File: src/rtl/core/pl0_pkg.sv
// Package for the PL/0 lexical scanner: token codes, result kinds, error codes
// and the queue entry type shared by the front and back parts. No dependencies.
package pl0_pkg;

  localparam int MaxIdentLen = 11;
  localparam int MaxNumberDigits = 5;
  localparam int WlenW = $clog2(MaxIdentLen + 1);
  localparam int WidxW = (MaxIdentLen > 1) ? $clog2(MaxIdentLen) : 1;
  localparam int DcntW = $clog2(MaxNumberDigits + 1);
  localparam logic [16:0] ValueMax = 17'd131071;

  localparam logic [1:0] KIND_TOKEN = 2'd0;
  localparam logic [1:0] KIND_CHAR  = 2'd1;
  localparam logic [1:0] KIND_ERROR = 2'd2;

  localparam logic [2:0] ERR_NONE     = 3'd0;
  localparam logic [2:0] ERR_IDLONG   = 3'd1;
  localparam logic [2:0] ERR_NUMLONG  = 3'd2;
  localparam logic [2:0] ERR_DIGITLED = 3'd3;
  localparam logic [2:0] ERR_INVALID  = 3'd4;

  localparam logic [5:0] TK_NONE    = 6'd0;
  localparam logic [5:0] TK_MOD     = 6'd1;
  localparam logic [5:0] TK_IDENT   = 6'd2;
  localparam logic [5:0] TK_NUMBER  = 6'd3;
  localparam logic [5:0] TK_PLUS    = 6'd4;
  localparam logic [5:0] TK_MINUS   = 6'd5;
  localparam logic [5:0] TK_MULT    = 6'd6;
  localparam logic [5:0] TK_SLASH   = 6'd7;
  localparam logic [5:0] TK_ODD     = 6'd8;
  localparam logic [5:0] TK_EQL     = 6'd9;
  localparam logic [5:0] TK_NEQ     = 6'd10;
  localparam logic [5:0] TK_LES     = 6'd11;
  localparam logic [5:0] TK_LEQ     = 6'd12;
  localparam logic [5:0] TK_GTR     = 6'd13;
  localparam logic [5:0] TK_GEQ     = 6'd14;
  localparam logic [5:0] TK_LPAREN  = 6'd15;
  localparam logic [5:0] TK_RPAREN  = 6'd16;
  localparam logic [5:0] TK_COMMA   = 6'd17;
  localparam logic [5:0] TK_SEMI    = 6'd18;
  localparam logic [5:0] TK_PERIOD  = 6'd19;
  localparam logic [5:0] TK_BECOMES = 6'd20;
  localparam logic [5:0] TK_BEGIN   = 6'd21;
  localparam logic [5:0] TK_END     = 6'd22;
  localparam logic [5:0] TK_IF      = 6'd23;
  localparam logic [5:0] TK_THEN    = 6'd24;
  localparam logic [5:0] TK_WHILE   = 6'd25;
  localparam logic [5:0] TK_DO      = 6'd26;
  localparam logic [5:0] TK_CALL    = 6'd27;
  localparam logic [5:0] TK_CONST   = 6'd28;
  localparam logic [5:0] TK_VAR     = 6'd29;
  localparam logic [5:0] TK_PROC    = 6'd30;
  localparam logic [5:0] TK_WRITE   = 6'd31;
  localparam logic [5:0] TK_READ    = 6'd32;
  localparam logic [5:0] TK_ELSE    = 6'd33;

  // Command from front to back: one simple result, or a word flush
  typedef enum logic [1:0] {
    CMD_EMIT,
    CMD_WORD
  } cmd_t;

  typedef struct packed {
    cmd_t        cmd;
    logic [1:0]  kind;
    logic [5:0]  tok;
    logic [16:0] value;
    logic [2:0]  err;
    logic        last;
  } fq_entry_t;

  function automatic logic is_letter(input logic [7:0] c);
    return ((c >= 8'h61) && (c <= 8'h7a)) || ((c >= 8'h41) && (c <= 8'h5a));
  endfunction

  function automatic logic is_digit(input logic [7:0] c);
    return (c >= 8'h30) && (c <= 8'h39);
  endfunction

endpackage

File: src/rtl/core/pl0_lexical_scanner.sv
// PL/0 lexical scanner top level: front scanner and back result sequencer.
// Uses pl0_pkg, pl0_front, pl0_back.
// One character is taken per cycle while the command queue has room; a
// finished word then holds input until its token, and for an identifier one
// result per character (up to 12 results in all), are loaded into the result
// register; a character that ends a token and is itself a symbol pushes a
// second command, and input is held until that command is queued.
module pl0_lexical_scanner import pl0_pkg::*; (
  input  logic        clk,
  input  logic        rst_n,
  input  logic        push,
  output logic        full,
  input  logic [7:0]  in_char_code,
  input  logic        in_end_of_text,
  output logic        empty,
  input  logic        pop,
  output logic [1:0]  out_result_kind,
  output logic [5:0]  out_token_type,
  output logic [16:0] out_number_value,
  output logic [7:0]  out_lexeme_char,
  output logic [2:0]  out_error_code,
  output logic        out_last_of_run
);

  logic             q_full, q_push, busy, wr_en, snap, word_busy;
  fq_entry_t        q_data;
  logic [WidxW-1:0] wr_idx;
  logic [7:0]       wr_char;
  logic [WlenW-1:0] snap_len;

  assign full = busy || q_full;

  pl0_front u_front (
    .clk, .rst_n, .in_valid(push && !full), .char_code(in_char_code),
    .end_of_text(in_end_of_text), .q_full, .busy, .q_push, .q_data,
    .wr_en, .wr_idx, .wr_char, .snap, .snap_len, .word_busy
  );

  pl0_back u_back (
    .clk, .rst_n, .q_push, .q_data, .q_full, .wr_en, .wr_idx, .wr_char,
    .snap, .snap_len, .word_busy, .out_empty(empty), .out_pop(pop),
    .out_result_kind, .out_token_type, .out_number_value, .out_lexeme_char,
    .out_error_code, .out_last_of_run
  );

endmodule

File: src/rtl/core/pl0_front.sv
// Front part of the PL/0 scanner: per-character mode machine, word buffer
// writes, number accumulation; pushes up to two commands. Uses pl0_pkg.
module pl0_front import pl0_pkg::*; (
  input  logic             clk,
  input  logic             rst_n,
  input  logic             in_valid,
  input  logic [7:0]       char_code,
  input  logic             end_of_text,
  input  logic             q_full,
  output logic             busy,
  output logic             q_push,
  output fq_entry_t        q_data,
  output logic             wr_en,
  output logic [WidxW-1:0] wr_idx,
  output logic [7:0]       wr_char,
  output logic             snap,
  output logic [WlenW-1:0] snap_len,
  input  logic             word_busy
);

  typedef enum logic [3:0] {
    M_IDLE, M_WORD, M_NUMBER, M_BADNUM, M_COLON,
    M_LESS, M_GREATER, M_SLASH, M_COMMENT, M_COMSTAR
  } mode_t;

  mode_t            mode_r, mode_nxt;
  logic [WlenW-1:0] wlen_r, wlen_nxt;
  logic             wlong_r, wlong_nxt;
  logic [16:0]      acc_r, acc_nxt;
  logic [DcntW-1:0] dcnt_r, dcnt_nxt;
  logic             nlong_r, nlong_nxt;
  // second pending command
  logic             pend_r, pend_nxt;
  fq_entry_t        pend_q_r, pend_q_nxt;

  fq_entry_t        e0, e1;
  logic             v0, v1;
  logic [7:0]       c;
  logic             is_l, is_d, idle_scan, wr_now;
  logic [20:0]      mul10;
  logic [16:0]      dval;

  assign busy = pend_r || word_busy;
  assign c = char_code;
  assign is_l = is_letter(c);
  assign is_d = is_digit(c);
  assign mul10 = {1'b0, acc_r, 3'b000} + {3'b000, acc_r, 1'b0} + {13'd0, c - 8'h30};
  assign dval = (mul10 > {4'd0, ValueMax}) ? ValueMax : mul10[16:0];

  function automatic fq_entry_t mk(input logic [1:0] k, input logic [5:0] t,
                                   input logic [16:0] v, input logic [2:0] e);
    fq_entry_t r;
    r.cmd = CMD_EMIT; r.kind = k; r.tok = t; r.value = v; r.err = e; r.last = 1'b0;
    return r;
  endfunction

  always_comb begin
    mode_nxt = mode_r; wlen_nxt = wlen_r; wlong_nxt = wlong_r;
    acc_nxt = acc_r; dcnt_nxt = dcnt_r; nlong_nxt = nlong_r;
    pend_nxt = pend_r; pend_q_nxt = pend_q_r;
    e0 = mk(KIND_TOKEN, TK_NONE, 17'd0, ERR_NONE); e1 = e0;
    v0 = 1'b0; v1 = 1'b0; idle_scan = 1'b0; wr_now = 1'b0;
    snap = 1'b0;
    q_push = 1'b0; q_data = e0;
    if (pend_r) begin
      if (!q_full && !word_busy) begin
        q_push = 1'b1; q_data = pend_r ? pend_q_r : e0; pend_nxt = 1'b0;
      end
    end else if (in_valid) begin
      if (end_of_text) begin
        case (mode_r)
          M_WORD: begin
            v0 = 1'b1;
            if (wlong_r) e0 = mk(KIND_ERROR, TK_NONE, 17'd0, ERR_IDLONG);
            else begin e0.cmd = CMD_WORD; snap = 1'b1; end
          end
          M_NUMBER: begin
            v0 = 1'b1;
            e0 = nlong_r ? mk(KIND_ERROR, TK_NONE, 17'd0, ERR_NUMLONG)
                         : mk(KIND_TOKEN, TK_NUMBER, acc_r, ERR_NONE);
          end
          M_COLON: begin v0 = 1'b1; e0 = mk(KIND_ERROR, TK_NONE, 17'd0, ERR_INVALID); end
          M_LESS: begin v0 = 1'b1; e0 = mk(KIND_TOKEN, TK_LES, 17'd0, ERR_NONE); end
          M_GREATER: begin v0 = 1'b1; e0 = mk(KIND_TOKEN, TK_GTR, 17'd0, ERR_NONE); end
          M_SLASH: begin v0 = 1'b1; e0 = mk(KIND_TOKEN, TK_SLASH, 17'd0, ERR_NONE); end
          default: ;
        endcase
        mode_nxt = M_IDLE; wlen_nxt = '0; wlong_nxt = 1'b0;
        acc_nxt = '0; dcnt_nxt = '0; nlong_nxt = 1'b0;
      end else begin
        case (mode_r)
          M_WORD: begin
            if (is_l || is_d) begin
              if (wlen_r < WlenW'(MaxIdentLen)) begin
                wr_now = 1'b1; wlen_nxt = wlen_r + 1'b1;
              end else wlong_nxt = 1'b1;
            end else begin
              v0 = 1'b1;
              if (wlong_r) e0 = mk(KIND_ERROR, TK_NONE, 17'd0, ERR_IDLONG);
              else begin e0.cmd = CMD_WORD; snap = 1'b1; end
              wlen_nxt = '0; wlong_nxt = 1'b0; idle_scan = 1'b1;
            end
          end
          M_NUMBER: begin
            if (is_d) begin
              if (dcnt_r < DcntW'(MaxNumberDigits)) begin
                acc_nxt = dval; dcnt_nxt = dcnt_r + 1'b1;
              end else nlong_nxt = 1'b1;
            end else if (is_l) begin
              v0 = 1'b1; e0 = mk(KIND_ERROR, TK_NONE, 17'd0, ERR_DIGITLED);
              acc_nxt = '0; dcnt_nxt = '0; nlong_nxt = 1'b0; mode_nxt = M_BADNUM;
            end else begin
              v0 = 1'b1;
              e0 = nlong_r ? mk(KIND_ERROR, TK_NONE, 17'd0, ERR_NUMLONG)
                           : mk(KIND_TOKEN, TK_NUMBER, acc_r, ERR_NONE);
              acc_nxt = '0; dcnt_nxt = '0; nlong_nxt = 1'b0; idle_scan = 1'b1;
            end
          end
          M_BADNUM: if (!(is_l || is_d)) idle_scan = 1'b1;
          M_COLON: begin
            v0 = 1'b1;
            if (c == 8'h3d) begin
              e0 = mk(KIND_TOKEN, TK_BECOMES, 17'd0, ERR_NONE); mode_nxt = M_IDLE;
            end else begin
              e0 = mk(KIND_ERROR, TK_NONE, 17'd0, ERR_INVALID); idle_scan = 1'b1;
            end
          end
          M_LESS: begin
            v0 = 1'b1; mode_nxt = M_IDLE;
            if (c == 8'h3e) e0 = mk(KIND_TOKEN, TK_NEQ, 17'd0, ERR_NONE);
            else if (c == 8'h3d) e0 = mk(KIND_TOKEN, TK_LEQ, 17'd0, ERR_NONE);
            else begin e0 = mk(KIND_TOKEN, TK_LES, 17'd0, ERR_NONE); idle_scan = 1'b1; end
          end
          M_GREATER: begin
            v0 = 1'b1; mode_nxt = M_IDLE;
            if (c == 8'h3d) e0 = mk(KIND_TOKEN, TK_GEQ, 17'd0, ERR_NONE);
            else begin e0 = mk(KIND_TOKEN, TK_GTR, 17'd0, ERR_NONE); idle_scan = 1'b1; end
          end
          M_SLASH: begin
            if (c == 8'h2a) mode_nxt = M_COMMENT;
            else begin
              v0 = 1'b1; e0 = mk(KIND_TOKEN, TK_SLASH, 17'd0, ERR_NONE); idle_scan = 1'b1;
            end
          end
          M_COMMENT: if (c == 8'h2a) mode_nxt = M_COMSTAR;
          M_COMSTAR: begin
            if (c == 8'h2f) mode_nxt = M_IDLE;
            else if (c != 8'h2a) mode_nxt = M_COMMENT;
          end
          default: idle_scan = 1'b1;
        endcase
        if (idle_scan) begin
          mode_nxt = M_IDLE;
          if (is_l) begin
            mode_nxt = M_WORD; wlen_nxt = WlenW'(1); wlong_nxt = 1'b0; wr_now = 1'b1;
          end else if (is_d) begin
            mode_nxt = M_NUMBER; acc_nxt = {9'd0, c - 8'h30};
            dcnt_nxt = DcntW'(1); nlong_nxt = 1'b0;
          end else if (c <= 8'd32 || c == 8'd127) begin
          end else begin
            case (c)
              8'h3a: mode_nxt = M_COLON;
              8'h3c: mode_nxt = M_LESS;
              8'h3e: mode_nxt = M_GREATER;
              8'h2f: mode_nxt = M_SLASH;
              default: begin
                v1 = 1'b1;
                case (c)
                  8'h25: e1 = mk(KIND_TOKEN, TK_MOD, 17'd0, ERR_NONE);
                  8'h2b: e1 = mk(KIND_TOKEN, TK_PLUS, 17'd0, ERR_NONE);
                  8'h2d: e1 = mk(KIND_TOKEN, TK_MINUS, 17'd0, ERR_NONE);
                  8'h2a: e1 = mk(KIND_TOKEN, TK_MULT, 17'd0, ERR_NONE);
                  8'h3d: e1 = mk(KIND_TOKEN, TK_EQL, 17'd0, ERR_NONE);
                  8'h28: e1 = mk(KIND_TOKEN, TK_LPAREN, 17'd0, ERR_NONE);
                  8'h29: e1 = mk(KIND_TOKEN, TK_RPAREN, 17'd0, ERR_NONE);
                  8'h2c: e1 = mk(KIND_TOKEN, TK_COMMA, 17'd0, ERR_NONE);
                  8'h3b: e1 = mk(KIND_TOKEN, TK_SEMI, 17'd0, ERR_NONE);
                  8'h2e: e1 = mk(KIND_TOKEN, TK_PERIOD, 17'd0, ERR_NONE);
                  default: e1 = mk(KIND_ERROR, TK_NONE, 17'd0, ERR_INVALID);
                endcase
              end
            endcase
          end
        end
      end
      if (v1) e1.last = 1'b1;
      else e0.last = 1'b1;
      if (v0) begin
        q_push = 1'b1; q_data = e0;
        if (v1) begin pend_nxt = 1'b1; pend_q_nxt = e1; end
      end else if (v1) begin
        q_push = 1'b1; q_data = e1;
      end
    end
  end

  assign wr_en = wr_now;
  assign wr_idx = wr_now && (mode_r == M_WORD) && !idle_scan ? wlen_r[WidxW-1:0] : '0;
  assign wr_char = c;
  assign snap_len = wlen_r;

  always_ff @(posedge clk) begin
    if (!rst_n) begin
      mode_r <= M_IDLE; wlen_r <= '0; wlong_r <= 1'b0;
      acc_r <= '0; dcnt_r <= '0; nlong_r <= 1'b0; pend_r <= 1'b0;
    end else begin
      mode_r <= mode_nxt; wlen_r <= wlen_nxt; wlong_r <= wlong_nxt;
      acc_r <= acc_nxt; dcnt_r <= dcnt_nxt; nlong_r <= nlong_nxt; pend_r <= pend_nxt;
    end
    pend_q_r <= pend_q_nxt;
  end

endmodule

File: src/rtl/core/pl0_back.sv
// Back part of the PL/0 scanner: command queue, word snapshot, keyword match
// and the result sequencer with its output register. Uses pl0_pkg.
module pl0_back import pl0_pkg::*; (
  input  logic             clk,
  input  logic             rst_n,
  input  logic             q_push,
  input  fq_entry_t        q_data,
  output logic             q_full,
  input  logic             wr_en,
  input  logic [WidxW-1:0] wr_idx,
  input  logic [7:0]       wr_char,
  input  logic             snap,
  input  logic [WlenW-1:0] snap_len,
  output logic             word_busy,
  output logic             out_empty,
  input  logic             out_pop,
  output logic [1:0]       out_result_kind,
  output logic [5:0]       out_token_type,
  output logic [16:0]      out_number_value,
  output logic [7:0]       out_lexeme_char,
  output logic [2:0]       out_error_code,
  output logic             out_last_of_run
);

  localparam int QD = 4;

  fq_entry_t        q_r [QD];
  logic [1:0]       wp_r, rp_r;
  logic [2:0]       cnt_r;
  logic [7:0]       buf_r [MaxIdentLen];
  logic [7:0]       snap_r [MaxIdentLen];
  logic [WlenW-1:0] slen_r;
  logic             wpend_r;  // snapshot held, not yet consumed
  logic             run_r;    // emitting identifier characters
  logic [WlenW-1:0] ci_r;
  logic             runlast_r;
  logic             ov_r;
  logic [1:0]       ok_r;
  logic [5:0]       ot_r;
  logic [16:0]      onv_r;
  logic [7:0]       oc_r;
  logic [2:0]       oe_r;
  logic             ol_r;

  fq_entry_t  head;
  logic       slot_free, q_pop;
  logic [5:0] kw;
  logic [7:0] w [9];

  assign q_full = (cnt_r >= 3'd3);
  assign word_busy = wpend_r;
  assign head = q_r[rp_r];
  assign slot_free = !ov_r || out_pop;

  always_comb begin
    for (int i = 0; i < 9; i++) w[i] = (i < MaxIdentLen) ? snap_r[i] : 8'h00;
    kw = TK_NONE;
    case (slen_r)
      WlenW'(2): begin
        if (w[0] == "d" && w[1] == "o") kw = TK_DO;
        if (w[0] == "i" && w[1] == "f") kw = TK_IF;
      end
      WlenW'(3): begin
        if ({w[0], w[1], w[2]} == "end") kw = TK_END;
        if ({w[0], w[1], w[2]} == "odd") kw = TK_ODD;
        if ({w[0], w[1], w[2]} == "var") kw = TK_VAR;
      end
      WlenW'(4): begin
        if ({w[0], w[1], w[2], w[3]} == "call") kw = TK_CALL;
        if ({w[0], w[1], w[2], w[3]} == "else") kw = TK_ELSE;
        if ({w[0], w[1], w[2], w[3]} == "read") kw = TK_READ;
        if ({w[0], w[1], w[2], w[3]} == "then") kw = TK_THEN;
      end
      WlenW'(5): begin
        if ({w[0], w[1], w[2], w[3], w[4]} == "begin") kw = TK_BEGIN;
        if ({w[0], w[1], w[2], w[3], w[4]} == "const") kw = TK_CONST;
        if ({w[0], w[1], w[2], w[3], w[4]} == "while") kw = TK_WHILE;
        if ({w[0], w[1], w[2], w[3], w[4]} == "write") kw = TK_WRITE;
      end
      WlenW'(9): if ({w[0], w[1], w[2], w[3], w[4], w[5], w[6], w[7], w[8]} == "procedure")
        kw = TK_PROC;
      default: ;
    endcase
  end

  assign q_pop = slot_free && !run_r && (cnt_r != 3'd0);

  always_ff @(posedge clk) begin
    if (wr_en) buf_r[wr_idx] <= wr_char;
    if (snap) begin
      for (int i = 0; i < MaxIdentLen; i++) snap_r[i] <= buf_r[i];
      slen_r <= snap_len;
    end
    if (q_push) q_r[wp_r] <= q_data;
    if (slot_free) begin
      if (run_r) begin
        ok_r <= KIND_CHAR; ot_r <= TK_NONE; onv_r <= '0; oe_r <= ERR_NONE;
        oc_r <= snap_r[ci_r[WidxW-1:0]];
        ol_r <= runlast_r && (ci_r == slen_r - 1'b1);
      end else if (q_pop) begin
        oc_r <= 8'h00;
        if (head.cmd == CMD_WORD) begin
          ok_r <= KIND_TOKEN; onv_r <= '0; oe_r <= ERR_NONE;
          ot_r <= (kw != TK_NONE) ? kw : TK_IDENT;
          ol_r <= (kw != TK_NONE) ? head.last : 1'b0;
        end else begin
          ok_r <= head.kind; ot_r <= head.tok; onv_r <= head.value;
          oe_r <= head.err; ol_r <= head.last;
        end
      end
    end
    if (!rst_n) begin
      wp_r <= '0; rp_r <= '0; cnt_r <= '0; wpend_r <= 1'b0;
      run_r <= 1'b0; ci_r <= '0; runlast_r <= 1'b0; ov_r <= 1'b0;
    end else begin
      if (q_push) wp_r <= wp_r + 1'b1;
      if (q_pop) rp_r <= rp_r + 1'b1;
      cnt_r <= cnt_r + {2'b0, q_push} - {2'b0, q_pop};
      if (snap) wpend_r <= 1'b1;
      if (slot_free) begin
        ov_r <= run_r || q_pop;
        if (run_r) begin
          ci_r <= ci_r + 1'b1;
          if (ci_r == slen_r - 1'b1) begin run_r <= 1'b0; wpend_r <= 1'b0; end
        end else if (q_pop && head.cmd == CMD_WORD) begin
          if (kw != TK_NONE) wpend_r <= 1'b0;
          else begin run_r <= 1'b1; ci_r <= '0; runlast_r <= head.last; end
        end
      end
    end
  end

  assign out_empty = !ov_r;
  assign out_result_kind = ok_r;
  assign out_token_type = ot_r;
  assign out_number_value = onv_r;
  assign out_lexeme_char = oc_r;
  assign out_error_code = oe_r;
  assign out_last_of_run = ol_r;

endmodule

File: config.mk
export PLATFORM = sky130hd
export DESIGN_NAME = pl0_lexical_scanner
export DESIGN_NICKNAME = d
export VERILOG_FILES = /design/src/rtl/core/pl0_pkg.sv /design/src/rtl/core/pl0_lexical_scanner.sv /design/src/rtl/core/pl0_front.sv /design/src/rtl/core/pl0_back.sv
export SDC_FILE = /design/constraint.sdc
export NUM_CORES = 1
export LEC_CHECK = 0
export ABC_AREA = 1
export BUFFER_PORTS_ARGS = -buffer_cell sky130_fd_sc_hd__buf_2
export CORE_MARGIN = 8
export CORE_UTILIZATION = 57
export DETAILED_ROUTE_END_ITERATION = 10
export PLACE_DENSITY = 0.79
export REMOVE_ABC_BUFFERS = 1
export SYNTH_ARGS = -nofsm -noshare
export SYNTH_HDL_FRONTEND = slang
export SYNTH_SLANG_ARGS = --single-unit
File: constraint.sdc
create_clock -name clk -period 11.01 [get_ports clk]
set_input_delay 3.303 -clock clk [delete_from_list [all_inputs] [get_ports clk]]
set_output_delay 3.303 -clock clk [all_outputs]
set_load 0.05 [all_outputs]
==> flow_summary.json, run 1 <==
{
  "status": "completed",
  "tns_ns": 0,
  "multi_input_area_mm2": 0.00685,
  "nFillCells": 2570,
  "synthArstFlopShare_pct": 0,
  "avgSynthCellArea_um2": 9.42,
  "synth-simple-area-share_pct": 21.7,
  "clock_latency_ns": 0.52,
  "final_cells": 2518,
  "hold_viol_final": 0,
  "root_buffer": "clkbuf_16",
  "yosys_most_used_dff": "edfxtp_1",
  "wirelength_mm": 45.7,
  "worstSetupEndpointType": "flop",
  "initial_core_util_pct": 58.1,
  "synth.most_common_cell": "nand2_1",
  "finalClockSkew_ns": 0.0279,
  "io_buffers": 51,
  "placed_cells": 2454,
  "grt_pass1_wl_mm": 71.7,
  "post-route-period-util_pct": 68.5,
  "ys_types": 52,
  "synth_common_cells": "nand2_1 (388), edfxtp_1 (335), nor2_1 (315), inv_1 (193), o21ai_0 (140)",
  "cts_hold_buf": 0,
  "synth_xor_area_share_pct": 0.971,
  "final_area_mm2": 0.0207,
  "synthTopCellsByArea": "edfxtp_1 (53%), nand2_1 (7.7%), nor2_1 (6.2%)",
  "yosysTopAreaCell": "edfxtp_1",
  "finalPower_mw": 4.11,
  "cts_inserted_buffers": 37,
  "rsz0062_at_grt": "no",
  "synthMuxAreaShare_pct": 0.0528,
  "tightest_slew_ns": 1.04,
  "clkTransAtPathRegs_ns": 0.06,
  "yosys_register_bits": 387,
  "syn_inst": 2011,
  "postCtsSetupRepairBufs": 0,
  "setup_viol": 0,
  "drive_gt1_share_pct": 8.33,
  "grt_overflow": 0,
  "netlist.area_leader.share_pct": 53.1,
  "drcViolationCount": 0,
  "hold_ws_ns": 0.418,
  "crit_required_ns": 11.38,
  "drt_first_pass_iters": 6,
  "place_ws_ns": 2.98,
  "routed_via_density": 5.74,
  "postCtsResizedCells": 0,
  "synth_compound_area_share_pct": 9.27,
  "coreArea_mm2": 0.0326,
  "std_cell_rows": 66,
  "syn_to_final_growth_pct": 9.45,
  "cts_tree": "done",
  "drtIter0Drc": 1438,
  "final_antenna_net_count": 0,
  "path_max_fanout": 20,
  "grt_max_degree": 85,
  "final_core_util_pct": 63.6,
  "routabilityCongestion": 0.959,
  "cts_buffer_depth": 3,
  "cts_htree_levels": 2,
  "io_pins": 52,
  "critPathKind": "in2reg",
  "clock-sinks": 387,
  "synth_edf_count": 335,
  "min_path_type": "reg2reg",
  "p_leak_nw": 7.98,
  "grt_pass1_vias": 14000,
  "ir_drop_uv": 151,
  "max_slew_margin_pct": 30.6,
  "num_antenna_cells": 0,
  "wl_per_cell_um": 18.2,
  "cp-start-kind": "primary input",
  "synth_top_family_by_area": "simple AND/OR/NAND/NOR gates",
  "worstPathArrival_ns": 7.91,
  "regArea_mm2": 0.0111,
  "fin_crit_ns": 7.54,
  "dieHeight_um": 198,
  "nNetsFinal": 2121,
  "num_vias": 14500,
  "drv_slew": 0,
  "antenna_found_initial": 0,
  "yosysWarningCount": 0,
  "die_area_mm2": 0.0393,
  "fmax_mhz": 133,
  "powerDensity_mw_per_mm2": 198,
  "drv_cap": 0,
  "setup_slack_ns": 3.47,
  "die_w_um": 198,
  "dp_hpwl_mm": 32.1,
  "synth_seq_area_share_pct": 58.6,
  "placed_area_mm2": 0.0196,
  "track_usage_pct": 23.0,
  "synthAdderAreaFrac_pct": 4.04,
  "syn_area_mm2": 0.0189
}
path summary, 6_finish.rpt:
kind,from,end,slack [ns],cells after the start
min,u_back.buf_r[10][3],u_back.snap_r[10][3],0.42,0
max reg2reg,u_front.mode_r[1],u_back.cnt_r[2],5.63,22
max,in_char_code[3],u_back.cnt_r[2],3.47,21
min reg2reg,u_back.buf_r[10][3],u_back.snap_r[10][3],0.42,0
area by class of cell:
class,count,share of cell area [%]
sequential,387,53.6
timing repair buffer,64,1.70
clock inverter,14,0.525
multi-input combinational,1359,33.0
inverter,202,3.66
clock buffer,50,4.85
tap,442,2.67
sequential cells by signal, indices dropped and copies added, names as in the netlist, 2 cells and up, named ones only:
register,cells
u_back.buf_r,88
u_back.ci_r,4
u_back.cnt_r,3
u_back.out_error_code,3
u_back.out_lexeme_char,8
u_back.out_number_value,17
u_back.out_result_kind,2
u_back.out_token_type,6
u_back.q_r,112
u_back.rp_r,2
u_back.slen_r,4
u_back.snap_r,88
u_back.wp_r,2
u_front.acc_r,17
u_front.dcnt_r,3
u_front.mode_r,4
u_front.pend_q_r,6
u_front.snap_len,4
cell families (layout without fill, tap and decap cells):
logic type	count (synthesis)	in the layout
compound gates	324	324
flops	387	387
mux	1	1
buf+inv	265	330
fa+ha+maj	57	57
xor+xnor	21	21
simple gates	956	956
power breakdown:
group | leakage (nW) | total [mW] | internal, mW | switching, mW
Combinational | 3.95 | 1.11 | 0.247 | 0.862
Clock | 0.546 | 1.18 | 0.666 | 0.511
Sequential | 3.49 | 1.82 | 1.77 | 0.0471
Total | 7.98 | 4.11 | 2.69 | 1.42
critical path, cell delays in order:
cell	delay, ns
buf_2	0.40
o21ai_0	0.28
nand2_1	0.58
inv_1	0.28
nor2_1	0.20
inv_1	0.12
o21ai_0	0.08
o21ai_0	0.10
nand2_1	0.36
inv_2	0.23
ha_1	0.24
or2_2	0.29
nand2_1	0.09
inv_1	0.15
ha_1	0.32
inv_1	0.06
ha_1	0.13
inv_1	0.05
fa_1	0.41
xor2_1	0.16
nor2_1	0.06
metal layers:
metal / up-vias / global-route usage [%] / wire, µm
li1: 6935 / - / -
met1: 6780 / 29.4 / 18700
met2: 623 / 38.2 / 21800
met3: 127 / 4.18 / 3540
met4: 0 / 9.85 / 1630
met5: - / 0 / 0
placed cells by master, fill, tap and decap left out, types with 50 or more instances in the layout:
master | Yosys | final
dfxtp_1 | 52 | 51
o21ai_0 | 140 | 139
a21oi_1 | 130 | 130
nand2_1 | 388 | 388
nor2_1 | 315 | 311
inv_1 | 193 | 193
edfxtp_1 | 335 | 335
ha_1 | 50 | 50
buf_2 | 6 | 51
nand3_1 | 123 | 123
(Power assumes the default switching activity.)
==> run 2, diff against run 1 <==
Clock period 11.01 ns to 6.06 ns, I/O delays scaled along.
==> run 2 against run 1 <==
  * Combinational power increased by 83%
  * Via count increased by 2.1%
  * Die area unchanged
  * Final cell count increased by 0.79%
  * Non-clock buffer count increased by 15
  * Register-to-register slack got worse by 4.0 ns
  * Power increased by 86%
  * Clock power increased by 96%
  * Critical endpoint unchanged
  * Design area increased by 1.3%
  * Clock skew decreased by 0.0072 ns
  * Global-route usage increased by 0.95 points
  * Utilization increased by 0.82 points
==> flow_summary.json, run 2 (same netlist as run 1, synthesis figures left out) <==
{
  "hold_viol_final": 0,
  "rr_startpoint": "u_front.mode_r[1]",
  "min-delay-start": "u_back.buf_r[8][0]",
  "drv_cap": 0,
  "mostFrequentLayoutCells": "nand2_1 (388), edfxtp_1 (335), nor2_1 (311), inv_1 (193), o21ai_0 (139)",
  "antenna_found_initial": 2,
  "powerDensity_mw_per_mm2": 365,
  "placed_cells": 2469,
  "drv_slew": 0,
  "setup_viol": 0,
  "r2r_slack_ns": 1.65,
  "routabilityCongestion": 0.938,
  "tightest_slew_ns": 1.08,
  "finalPower_mw": 7.66,
  "holdPathStages": 0,
  "syn_to_final_growth_pct": 10.9,
  "cts_htree_levels": 2,
  "fmax_mhz": 195,
  "wl_per_cell_um": 18.6,
  "cts_tree": "done",
  "die_w_um": 198,
  "final_common_cell": "nand2_1",
  "clock-sinks": 387,
  "cp-startpoint": "in_char_code[6]",
  "grt_busiest_layer": "met2",
  "path_max_fanout": 18,
  "wirelength_mm": 47.3,
  "gr-usage-met1_pct": 30.3,
  "worstSetupEndpointType": "flop",
  "final_antenna_net_count": 0,
  "drive_gt1_share_pct": 9.06,
  "grtUsageMet2_pct": 41.5,
  "ir_drop_uv": 292,
  "io_pins": 52,
  "grt_overflow": 0,
  "crit_required_ns": 6.42,
  "clkTransAtPathRegs_ns": 0.06,
  "nNetsFinal": 2137,
  "p_leak_nw": 8.11,
  "reg_top3": "u_back.q_r: 112 flops, u_back.buf_r: 88 flops, u_back.snap_r: 88 flops",
  "root_buffer": "clkbuf_16",
  "dp_hpwl_mm": 32.7,
  "initial_core_util_pct": 58.1,
  "nFillCells": 2558,
  "rsz0062_at_grt": "no",
  "cts_inserted_buffers": 38,
  "grt_pass1_vias": 14500,
  "max_slew_margin_pct": 28.2,
  "grt_pass1_wl_mm": 74.8,
  "track_usage_pct": 24.0,
  "coreArea_mm2": 0.0326,
  "min_to": "u_back.snap_r[8][0]",
  "cts_hold_buf": 0,
  "grt_max_degree": 94,
  "hold_ws_ns": 0.410,
  "routed_via_density": 5.82,
  "die_area_mm2": 0.0393,
  "drcViolationCount": 0,
  "final_cells": 2538,
  "drt_first_pass_iters": 6,
  "status": "completed",
  "gr-usage-met3_pct": 2.89,
  "rr_endpoint": "u_back.cnt_r[2]",
  "io_buffers": 51,
  "min_path_type": "reg2reg",
  "r2r.worst_path.cells": 22,
  "clock_latency_ns": 0.52,
  "drtIter0Drc": 1497,
  "num_antenna_cells": 0,
  "cts_buffer_depth": 3,
  "dieHeight_um": 198,
  "num_vias": 14800,
  "cp-start-kind": "primary input",
  "fin_crit_ns": 5.13,
  "largest_reg_flops": 112,
  "finalClockSkew_ns": 0.0206,
  "std_cell_rows": 66,
  "post-route-period-util_pct": 84.7,
  "postCtsResizedCells": 0,
  "critPathKind": "in2reg",
  "worstPathArrival_ns": 5.49,
  "regMostFlops": "u_back.q_r",
  "postCtsSetupRepairBufs": 0
}
-- run 2: through the flow --
stage	setup TNS [ns]	cell area [µm²]	util [%]	setup WS (ns)
floorplan	-350.48	18700	-	-3.77
global placement	0	19800	60.6	0.601
detailed placement	0	19800	60.6	0.456
CTS	0	21000	64.4	0.971
global route	0	21000	64.4	0.574
finish	0	21000	64.4	0.929
-- run 2: cell type report --
cell class              instances  area, µm²  area share (%)
clock inverters                14        131           0.626
repair buffers                 79        515            2.46
inverters                     202        759            3.62
flip-flops and latches        387      11100            52.9
well taps                     442        553            2.63
multi-input cells            1359       6850            32.6
clock buffers                  55       1090            5.18
-- run 2: worst max-delay path by stage --
stage,end,slack (ns),cells after the start
final,u_back.cnt_r[2],0.93,23
after global routing,u_back.cnt_r[2],0.57,23
after CTS,u_back.cnt_r[2],0.97,23
after detailed placement,u_back.cnt_r[2],0.46,23
after global placement,u_back.cnt_r[2],0.60,23
after floorplan,u_back.slen_r[0],-3.77,8
-- run 2: power by group --
group | internal, mW | total (mW) | switching, mW
combinational | 0.459 | 2.03 | 1.58
clock | 1.34 | 2.31 | 0.970
sequential | 3.22 | 3.31 | 0.0897
total | 5.02 | 7.66 | 2.64
-- run 2: worst max-delay path, cell delays in order --
cell,delay [ns]
buf_2,0.36
inv_2,0.12
nor2_4,0.14
nand2_2,0.09
o21ai_1,0.13
nand2_1,0.08
nand2_2,0.08
nand2_4,0.09
nor2_2,0.18
nand2_1,0.12
nand2_4,0.16
nand3_2,0.17
ha_1,0.25
or2_2,0.29
nand2_1,0.09
inv_1,0.14
ha_1,0.32
inv_1,0.06
ha_1,0.13
inv_1,0.05
fa_1,0.40
xor2_1,0.15
nor2_1,0.05
-- run 2: per-layer routing --
layer  vias up  share of wire (%)
met2       656                 49
met3       124                7.3
met1      7019                 40
met5         -              0.027
li1       6969                  -
met4         2                3.3
